[config.mk]
export PLATFORM = sky130hd
export DESIGN_NAME = json_string_field_extractor_core
export DESIGN_NICKNAME = d
export VERILOG_FILES = /design/src/design/jsfe_pkg.sv /design/src/design/jsfe_out_fifo.sv /design/src/design/json_string_field_extractor_core.sv
export SDC_FILE = /design/constraint.sdc
export NUM_CORES = 1
export LEC_CHECK = 0
export ABC_CLOCK_PERIOD_IN_PS = 6100
export BUFFER_PORTS_ARGS = -buffer_cell sky130_fd_sc_hd__buf_2
export CORE_MARGIN = 4
export CORE_UTILIZATION = 25
export DETAILED_ROUTE_END_ITERATION = 10
export PLACE_DENSITY = 0.39
export SLEW_MARGIN = 0
export SYNTH_ARGS = -nofsm -noshare
export SYNTH_HDL_FRONTEND = slang
export SYNTH_HIERARCHICAL = 1
export SYNTH_SLANG_ARGS = --single-unit
[constraint.sdc]
create_clock -name clk -period 6.1 [get_ports clk]
set_clock_uncertainty 0.15 [all_clocks]
set_input_delay 1.22 -clock clk [delete_from_list [all_inputs] [get_ports clk]]
set_output_delay 1.22 -clock clk [all_outputs]
set_load 0.02 [all_outputs]
[src/design/jsfe_pkg.sv]
// ----------------------------------------------------------------------------
// jsfe_pkg
// Shared types and constants of the JSON string field extractor: character
// codes, scan phases, result kinds and the result item layout.
// ----------------------------------------------------------------------------
package jsfe_pkg;

	// Key window geometry
	localparam int MAX_KEY_BYTES = 8;
	localparam int WINDOW_DEPTH  = MAX_KEY_BYTES + 2;
	localparam int KEY_LEN_W     = 4;

	// Output queue geometry
	localparam int OUT_DEPTH = 4;
	localparam int OUT_PTR_W = $clog2(OUT_DEPTH);
	localparam int OUT_CNT_W = $clog2(OUT_DEPTH + 1);

	// Character codes
	localparam logic [7:0] CH_QUOTE  = 8'h22;
	localparam logic [7:0] CH_COLON  = 8'h3A;
	localparam logic [7:0] CH_BSLASH = 8'h5C;
	localparam logic [7:0] CH_SPACE  = 8'h20;
	localparam logic [7:0] CH_TAB    = 8'h09;
	localparam logic [7:0] CH_LF     = 8'h0A;
	localparam logic [7:0] CH_N      = 8'h6E;
	localparam logic [7:0] CH_T      = 8'h74;
	localparam logic [7:0] CH_R      = 8'h72;

	// Configuration register indexes
	typedef enum logic [1:0] {
		REG_KEY_TEXT    = 2'd0,
		REG_KEY_LENGTH  = 2'd1,
		REG_VALUE_LIMIT = 2'd2
	} reg_index_t;

	// Scan phases
	typedef enum logic [2:0] {
		PH_SEARCH      = 3'd0,
		PH_AFTER_KEY   = 3'd1,
		PH_AFTER_COLON = 3'd2,
		PH_VALUE       = 3'd3,
		PH_ESCAPE      = 3'd4,
		PH_DRAIN       = 3'd5
	} phase_t;

	// Result kinds
	typedef enum logic [1:0] {
		KIND_BYTE    = 2'd0,
		KIND_FOUND   = 2'd1,
		KIND_MISSING = 2'd2
	} kind_t;

	// One result item
	typedef struct packed {
		logic [7:0] value_byte;
		kind_t      result_kind;
		logic       run_last;
	} result_t;

	// Results of one processed text byte, in delivery order
	typedef struct packed {
		logic [1:0] count;
		result_t    first;
		result_t    second;
	} push_req_t;

endpackage

[src/design/jsfe_out_fifo.sv]
// ----------------------------------------------------------------------------
// jsfe_out_fifo
// Small result queue: takes up to two result items per cycle in order and
// hands out one per transfer on the master side.
// ----------------------------------------------------------------------------
module jsfe_out_fifo
	import jsfe_pkg::*;
(
	input  logic      clk,
	input  logic      arst_n,
	input  push_req_t push,
	output logic      room,
	output logic      out_valid,
	input  logic      out_ready,
	output result_t   out_item
);

	result_t              entry_q [OUT_DEPTH];
	logic [OUT_PTR_W-1:0] wr_ptr_q;
	logic [OUT_PTR_W-1:0] rd_ptr_q;
	logic [OUT_CNT_W-1:0] count_q;
	logic                 pop;

	// Room for the two results a byte can cause
	assign room      = (count_q <= OUT_CNT_W'(OUT_DEPTH - 2));
	assign out_valid = (count_q != '0);
	assign out_item  = entry_q[rd_ptr_q];
	assign pop       = out_valid && out_ready;

	// Store pushed items
	always_ff @(posedge clk) begin
		if (push.count != 2'd0) begin
			entry_q[wr_ptr_q] <= push.first;
		end
		if (push.count == 2'd2) begin
			entry_q[wr_ptr_q + OUT_PTR_W'(1)] <= push.second;
		end
	end

	// Advance pointers and occupancy
	always_ff @(posedge clk or negedge arst_n) begin
		if (!arst_n) begin
			wr_ptr_q <= '0;
			rd_ptr_q <= '0;
			count_q  <= '0;
		end else begin
			wr_ptr_q <= wr_ptr_q + OUT_PTR_W'(push.count);
			if (pop) begin
				rd_ptr_q <= rd_ptr_q + OUT_PTR_W'(1);
			end
			count_q <= count_q + OUT_CNT_W'(push.count) - OUT_CNT_W'(pop);
		end
	end

endmodule

[src/design/json_string_field_extractor_core.sv]
// ----------------------------------------------------------------------------
// json_string_field_extractor_core
// Scans a flat JSON text one byte per transfer, finds the first quoted copy of
// the configured key and streams out its decoded string value, closed by a
// found or not-found result.
// ----------------------------------------------------------------------------
//  channel   dir  handshake                      payload
//  s_axis    in   s_axis_tvalid / s_axis_tready  tdata text_byte, tlast text_end
//  m_axis    out  m_axis_tvalid / m_axis_tready  tdata value_byte,
//                                                tuser result_kind, tlast run_last
//  cfg       in   cfg_wr_en                      cfg_index, cfg_wr_data
//
//  One text byte per cycle sustained while the result queue has room. A byte
//  is held in the input register and then decoded into the four-entry result
//  queue, from which its results are offered on m_axis. The queue takes a
//  byte only when two entries are free; a byte that closes a value can cause
//  two results, and an output stall backs up into s_axis_tready through that
//  check. Reset clears phase, count, key window and queue at once.
// ----------------------------------------------------------------------------
module json_string_field_extractor_core
	import jsfe_pkg::*;
(
	input  logic        clk,
	input  logic        arst_n,
	// stream in
	input  logic        s_axis_tvalid,
	output logic        s_axis_tready,
	input  logic [7:0]  s_axis_tdata,   // [7:0] text_byte
	input  logic        s_axis_tlast,   // text_end
	// stream out
	output logic        m_axis_tvalid,
	input  logic        m_axis_tready,
	output logic [7:0]  m_axis_tdata,   // [7:0] value_byte
	output logic [1:0]  m_axis_tuser,   // [1:0] result_kind
	output logic        m_axis_tlast,   // run_last
	// configuration
	input  logic        cfg_wr_en,
	input  logic [1:0]  cfg_index,
	input  logic [63:0] cfg_wr_data
);

	// Configuration registers
	logic [63:0]          key_text_q;
	logic [KEY_LEN_W-1:0] key_length_q;
	logic [7:0]           value_limit_q;

	// Input stage
	logic       valid_s1;
	logic [7:0] byte_s1;
	logic       end_s1;
	logic       fire_s1;

	// Scan state
	phase_t     phase_q;
	logic [7:0] value_count_q;
	logic [7:0] win_q [WINDOW_DEPTH];

	// Decode results
	logic [7:0]           win_new [WINDOW_DEPTH];
	logic                 match_len [MAX_KEY_BYTES + 1];
	logic [KEY_LEN_W-1:0] key_len_eff;
	logic                 key_hit;
	logic                 nz;
	logic [7:0]           cnt_inc;
	logic                 limit_hit;
	logic                 emit_val;
	logic [7:0]           val_b;
	logic                 close;
	kind_t                close_kind;
	phase_t               phase_mid;
	logic                 shift_win;
	logic                 zero_cnt;

	// Next state
	phase_t     phase_d;
	logic [7:0] count_d;
	logic       clear_text;

	// Queue
	push_req_t push;
	logic      room;
	result_t   out_item;

	// Take configuration writes
	always_ff @(posedge clk or negedge arst_n) begin
		if (!arst_n) begin
			key_text_q    <= '0;
			key_length_q  <= KEY_LEN_W'(1);
			value_limit_q <= 8'd31;
		end else if (cfg_wr_en) begin
			unique case (cfg_index)
				REG_KEY_TEXT:    key_text_q    <= cfg_wr_data;
				REG_KEY_LENGTH:  key_length_q  <= cfg_wr_data[KEY_LEN_W-1:0];
				REG_VALUE_LIMIT: value_limit_q <= cfg_wr_data[7:0];
				default: ;
			endcase
		end
	end

	// Input register
	assign fire_s1       = valid_s1 && room;
	assign s_axis_tready = !valid_s1 || fire_s1;

	always_ff @(posedge clk or negedge arst_n) begin
		if (!arst_n) begin
			valid_s1 <= 1'b0;
		end else if (s_axis_tready) begin
			valid_s1 <= s_axis_tvalid;
		end
	end

	always_ff @(posedge clk) begin
		if (s_axis_tvalid && s_axis_tready) begin
			byte_s1 <= s_axis_tdata;
			end_s1  <= s_axis_tlast;
		end
	end

	// Window after shifting in the current byte, and key compare per length
	always_comb begin
		win_new[0] = byte_s1;
		for (int k = 1; k < WINDOW_DEPTH; k++) begin
			win_new[k] = win_q[k-1];
		end
		for (int l = 0; l <= MAX_KEY_BYTES; l++) begin
			match_len[l] = (win_new[0] == CH_QUOTE) && (win_new[l+1] == CH_QUOTE);
			for (int i = 0; i < l; i++) begin
				match_len[l] = match_len[l] && (win_new[l-i] == key_text_q[8*i +: 8]);
			end
		end
	end

	assign key_len_eff = (key_length_q > KEY_LEN_W'(MAX_KEY_BYTES)) ?
	                     KEY_LEN_W'(MAX_KEY_BYTES) : key_length_q;
	assign key_hit     = match_len[key_len_eff];
	assign nz          = (byte_s1 != 8'd0);
	assign cnt_inc     = (value_count_q == 8'hFF) ? value_count_q : value_count_q + 8'd1;
	assign limit_hit   = (cnt_inc >= value_limit_q);

	// Decode the byte against the current phase
	always_comb begin
		emit_val   = 1'b0;
		val_b      = '0;
		close      = 1'b0;
		close_kind = KIND_MISSING;
		phase_mid  = phase_q;
		shift_win  = 1'b0;
		zero_cnt   = 1'b0;
		unique case (phase_q)
			PH_SEARCH: begin
				if (nz) begin
					shift_win = 1'b1;
					if (key_hit) begin
						phase_mid = PH_AFTER_KEY;
					end
				end
			end
			PH_AFTER_KEY: begin
				if (nz) begin
					if (byte_s1 == CH_COLON) begin
						phase_mid = PH_AFTER_COLON;
					end else if (byte_s1 != CH_SPACE && byte_s1 != CH_TAB) begin
						close = 1'b1;
					end
				end
			end
			PH_AFTER_COLON: begin
				if (nz) begin
					if (byte_s1 == CH_QUOTE) begin
						phase_mid = PH_VALUE;
						zero_cnt  = 1'b1;
						if (value_limit_q == 8'd0) begin
							close      = 1'b1;
							close_kind = KIND_FOUND;
						end
					end else if (byte_s1 != CH_SPACE && byte_s1 != CH_TAB) begin
						close = 1'b1;
					end
				end
			end
			PH_VALUE: begin
				if (nz) begin
					if (byte_s1 == CH_QUOTE) begin
						close      = 1'b1;
						close_kind = KIND_FOUND;
					end else if (byte_s1 == CH_BSLASH) begin
						phase_mid = PH_ESCAPE;
					end else begin
						emit_val = 1'b1;
						val_b    = byte_s1;
						if (limit_hit) begin
							close      = 1'b1;
							close_kind = KIND_FOUND;
						end
					end
				end
			end
			PH_ESCAPE: begin
				if (nz) begin
					phase_mid = PH_VALUE;
					if (byte_s1 != CH_R) begin
						emit_val = 1'b1;
						val_b    = (byte_s1 == CH_N) ? CH_LF :
						           (byte_s1 == CH_T) ? CH_TAB : byte_s1;
						if (limit_hit) begin
							close      = 1'b1;
							close_kind = KIND_FOUND;
						end
					end
				end
			end
			default: ;
		endcase

		// Close an unfinished field at the end of the text or at a zero byte
		if (phase_q != PH_DRAIN && phase_q <= PH_ESCAPE && !close && (end_s1 || !nz)) begin
			close = 1'b1;
			if (phase_mid == PH_ESCAPE) begin
				emit_val   = 1'b1;
				val_b      = CH_BSLASH;
				close_kind = KIND_FOUND;
			end else if (phase_mid == PH_VALUE) begin
				close_kind = KIND_FOUND;
			end
		end
	end

	// Next phase and count
	always_comb begin
		phase_d    = phase_q;
		count_d    = value_count_q;
		clear_text = 1'b0;
		if (phase_q == PH_DRAIN || phase_q > PH_ESCAPE) begin
			clear_text = end_s1;
		end else if (close) begin
			if (end_s1) begin
				clear_text = 1'b1;
			end else begin
				phase_d = PH_DRAIN;
			end
		end else begin
			phase_d = phase_mid;
			if (zero_cnt) begin
				count_d = 8'd0;
			end else if (emit_val) begin
				count_d = cnt_inc;
			end
		end
		if (clear_text) begin
			phase_d = PH_SEARCH;
			count_d = 8'd0;
		end
	end

	// Result items in delivery order
	always_comb begin
		push = '0;
		if (fire_s1) begin
			if (emit_val) begin
				push.first.value_byte  = val_b;
				push.first.result_kind = KIND_BYTE;
				push.first.run_last    = 1'b0;
				if (close) begin
					push.second.result_kind = close_kind;
					push.second.run_last    = 1'b1;
					push.count              = 2'd2;
				end else begin
					push.count = 2'd1;
				end
			end else if (close) begin
				push.first.result_kind = close_kind;
				push.first.run_last    = 1'b1;
				push.count             = 2'd1;
			end
		end
	end

	// Update scan state
	always_ff @(posedge clk or negedge arst_n) begin
		if (!arst_n) begin
			phase_q       <= PH_SEARCH;
			value_count_q <= '0;
			for (int k = 0; k < WINDOW_DEPTH; k++) begin
				win_q[k] <= '0;
			end
		end else if (fire_s1) begin
			phase_q       <= phase_d;
			value_count_q <= count_d;
			if (clear_text) begin
				for (int k = 0; k < WINDOW_DEPTH; k++) begin
					win_q[k] <= '0;
				end
			end else if (shift_win) begin
				for (int k = 0; k < WINDOW_DEPTH; k++) begin
					win_q[k] <= win_new[k];
				end
			end
		end
	end

	// Result queue
	jsfe_out_fifo u_out_fifo (
		.clk       (clk),
		.arst_n    (arst_n),
		.push      (push),
		.room      (room),
		.out_valid (m_axis_tvalid),
		.out_ready (m_axis_tready),
		.out_item  (out_item)
	);

	assign m_axis_tdata = out_item.value_byte;
	assign m_axis_tuser = out_item.result_kind;
	assign m_axis_tlast = out_item.run_last;

	// Checks
	a_end_restarts: assert property (@(posedge clk) disable iff (!arst_n)
		(fire_s1 && end_s1) |=> (phase_q == PH_SEARCH && value_count_q == 8'd0))
		else $error("text end did not restart the scan");

	a_drain_silent: assert property (@(posedge clk) disable iff (!arst_n)
		(fire_s1 && phase_q == PH_DRAIN) |-> (push.count == 2'd0))
		else $error("result pushed while draining");

	a_bytes_in_value: assert property (@(posedge clk) disable iff (!arst_n)
		(push.count != 2'd0 && push.first.result_kind == KIND_BYTE)
		|-> (phase_q == PH_VALUE || phase_q == PH_ESCAPE))
		else $error("value byte outside a value");

	a_close_marked: assert property (@(posedge clk) disable iff (!arst_n)
		(m_axis_tvalid && m_axis_tuser != KIND_BYTE) |-> (m_axis_tlast && m_axis_tdata == 8'd0))
		else $error("closing result badly formed");

endmodule
==> flow_summary_export.csv <==
group,metric,value,unit
detailed_routing,vias,10277,
clocking,root_buffer,"clkbuf_16",
power,p_leak,6.18,nW
place,io_buffers,92,
grt,grt_pass1_wl,72900,um
synth,synth.most_common_cell,"xnor2_1",
clocking,cts_setup_buffers,0,
final_layout,seq_area,5780,um^2
worst_setup_path,setup.worst_path.start_class,"register",
synth,async_flop_share,0.759,
sta,period_minus_slack,5.19,ns
synth,syn_inst,1357,
place,gp_congestion,0.959,
floorplan,core_region_area,55300,um^2
sta,setup_violations,0,
final_layout,multi_input_area,7730,um^2
grt,grt_overflow_total,0,
clocking,numCtsBuffers,29,
min_path,hold_end,"win_new[7]",
worst_setup_path,cp.arrival,5.34,ns
power,powerDensity,430,nW/um^2
floorplan,initial_utilization,0.253,
detailed_routing,wl_per_cell,22.5,um
floorplan,dieArea,59900,um^2
synth,synth.area.top_cells,"dfrtp_1 29%, xnor2_1 12%, edfxtp_1 11%, mux2_2 8.9%, xor2_1 6.6%",
grt,antenna_found_initial,2,
worst_setup_path,reg2regPathDepth,18,
synth,netlist.area_leader.share,0.288,
synth,yosysWarnings,6,
sta,slew_violations,0,
final_layout,drive_gt1_frac,0.219,
detailed_routing,vias_per_cell,4.75,
final_layout,fillers,5826,
floorplan,ios,93,
clocking,clk_transition_reported_paths,0.06,ns
worst_setup_path,r2r_end,"u_out_fifo/entry_q[0][2]",
detailed_routing,drt_wl_total,48800,um
grt,grt_usage,0.161,
worst_setup_path,cp-end-kind,"register",
synth,synthFlopType,"dfrtp_1",
synth,synth_area_per_cell,10.3,um^2
run,drv_cap,0,
synth,yosysTopAreaCell,"dfrtp_1",
power,ir_drop,0.193,mV
clocking,clock-sinks,220,
min_path,hold_path_class,"register to register",
detailed_routing,route.detailed.drc,0,
clocking,cts_tree,"yes",
min_path,holdPathStages,2,
synth,yosys.cell_types.count,75,
sta,rsz0062_at_grt,"false",
detailed_routing,drt_iter0_markers,741,
clocking,htree_levels,1,
sta,setup-tns-final,0,ns
sta,timing.final.hold_violations,0,
worst_setup_path,cp.required,6.25,ns
sta,post-route-period-util,0.850,
sta,relSlewSlack,0.326,
final_layout,final_cell_count_no_fill,2165,
floorplan,placementRows,86,
sta,fmax,193,MHz
run_status,status,"finished, final reports clean",
sta,tightest_slew,1.01,ns
synth,synth_commonest_cells,"192 x xnor2_1, 161 x dfrtp_1, 111 x mux2_2",
clocking,clock_latency,0.57,ns
worst_setup_path,rrSetupSlack,0.91,ns
final_layout,stdcell_area,16100,um^2
clocking,cts_resized,0,
detailed_routing,ant_nets,0,
final_layout,nets,1489,
floorplan,die_w,245,um
synth,seq_area_frac_synth,0.413,
worst_setup_path,crit_type,"register to register",
grt,grt_pass1_vias,10432,
worst_setup_path,worstReg2RegStart,"value_count_q[0]",
place,place_inst,2110,
clocking,postCtsHoldBufs,0,
floorplan,die_h,245,um
detailed_routing,dr.pass1.iters,5,
final_layout,area_growth,15.2,%
place,hpwl,34600,um
synth,synth_edf_count,53,
grt,grt_max_degree,98,
synth,syn_area,14000,um^2
min_path,hold_start,"win_new[7]",
final_layout,final_util,0.292,
worst_setup_path,critPathMaxFanout,11,
synth,synth_seq_cells,220,
place,placed_area,15100,um^2
clocking,clockBufferDepth,3,
-- power breakdown --
| group | leakage, nW | internal, W | switching, W |
|---|---|---|---|
| sequential | 2.61 | 0.00188 | 0.000935 |
| combinational | 3.07 | 0.00113 | 0.00118 |
| clock | 0.499 | 0.00113 | 0.000687 |
-- flip-flops by register name (all words and copies together) (netlist names) --
| signal | flops |
|---|---|
| byte_s1 | 8 |
| end_s1 | 1 |
| key_length_q | 4 |
| key_text_q | 64 |
| phase_q | 3 |
| u_out_fifo/count_q | 3 |
| u_out_fifo/entry_q | 44 |
| u_out_fifo/rd_ptr_q | 2 |
| u_out_fifo/wr_ptr_q | 2 |
| valid_s1 | 1 |
| value_count_q | 8 |
| value_limit_q | 8 |
| win_new | 72 |
-- layout make-up --
| type | instances | area share |
|---|---|---|
| sequential | 220 | 0.358 |
| inverter | 20 | 0.00465 |
| timing repair buffer | 107 | 0.0367 |
| antenna | 1 | 0.000155 |
| clock inverter | 19 | 0.0144 |
| clock buffer | 35 | 0.0488 |
| tap | 748 | 0.0580 |
| multi-input combinational | 1015 | 0.479 |
-- layout by cell type (no fill, tap or decap), types with 5 or more instances in the layout --
master and count:
nand3_1 14, a31oi_1 6, nand2_1 89, nor4b_1 14
conb_1 36, nand2b_1 78, bufinv_16 5, mux4_2 11
dfrtp_1 161, nor2b_1 5, nand4_1 60, nor4_1 41
nor2_1 30, clkbuf_16 29, buf_2 91, xnor2_1 192
and3_1 9, mux2_4 10, dfstp_2 6, a21oi_1 20
a22o_1 8, buf_4 14, inv_1 19, mux2_2 111
edfxtp_1 53, xor2_1 105, ha_1 15, nor3_1 12
clkinv_2 7, o21ai_0 79
-- critical path, cell delays in order, from the launching register on --
cell	delay (ns)
dfrtp_1	0.46
ha_1	0.23
nand3_1	0.16
nor2_1	0.20
nand2_1	0.19
nand3_1	0.13
o21a_1	0.15
ha_1	0.24
a211oi_1	0.24
nor2_1	0.08
nor3_1	0.18
a211oi_2	0.14
o31ai_4	0.32
o21a_4	0.19
inv_2	0.07
ha_1	0.26
and3_1	0.26
nand4b_1	0.75
mux2_2	0.53
-- how the worst max path moves through the flow --
stage                                     to              from
global placement    u_out_fifo/entry_q[0][2]  value_count_q[0]
detailed placement  u_out_fifo/entry_q[0][2]  value_count_q[0]
global route        u_out_fifo/entry_q[0][2]  value_count_q[0]
CTS                 u_out_fifo/entry_q[0][2]  value_count_q[0]
floorplan           u_out_fifo/entry_q[2][0]  value_count_q[0]
finish              u_out_fifo/entry_q[0][2]  value_count_q[0]
-- routing by layer --
metal,global-route usage,vias up,part of all wire
met5,0,-,0.00027
met4,0.0420,2,0.022
met3,0.0303,78,0.065
met2,0.239,321,0.42
met1,0.241,5127,0.49
li1,-,4749,-
-- cells by family (layout without fill, tap and decap cells) --
| family | Yosys count | count (layout) | synth area share |
|---|---|---|---|
| buf+inv | 157 | 181 | 0.0457 |
| xor+xnor | 297 | 297 | 0.186 |
| compound gates | 149 | 149 | 0.0663 |
| other cells | 1 | 37 | 0.000268 |
| fa+ha+maj | 16 | 16 | 0.0148 |
| flops | 220 | 220 | 0.413 |
| mux | 134 | 134 | 0.119 |
| simple gates | 383 | 383 | 0.155 |
-- metrics by stage --
stage / total power (W) / hold slack (ns) / setup slack (ns)
3_5_place_dp: 0.00514 / 0.323 / 0.811
6_report: 0.00694 / 0.330 / 0.914
4_1_cts: 0.00702 / 0.337 / 0.766
3_3_place_gp: 0.00513 / 0.315 / 0.914
2_1_floorplan: 0.00428 / 0.299 / 1.38
5_1_grt: 0.00738 / 0.374 / 0.469
(Power assumes the default switching activity.)
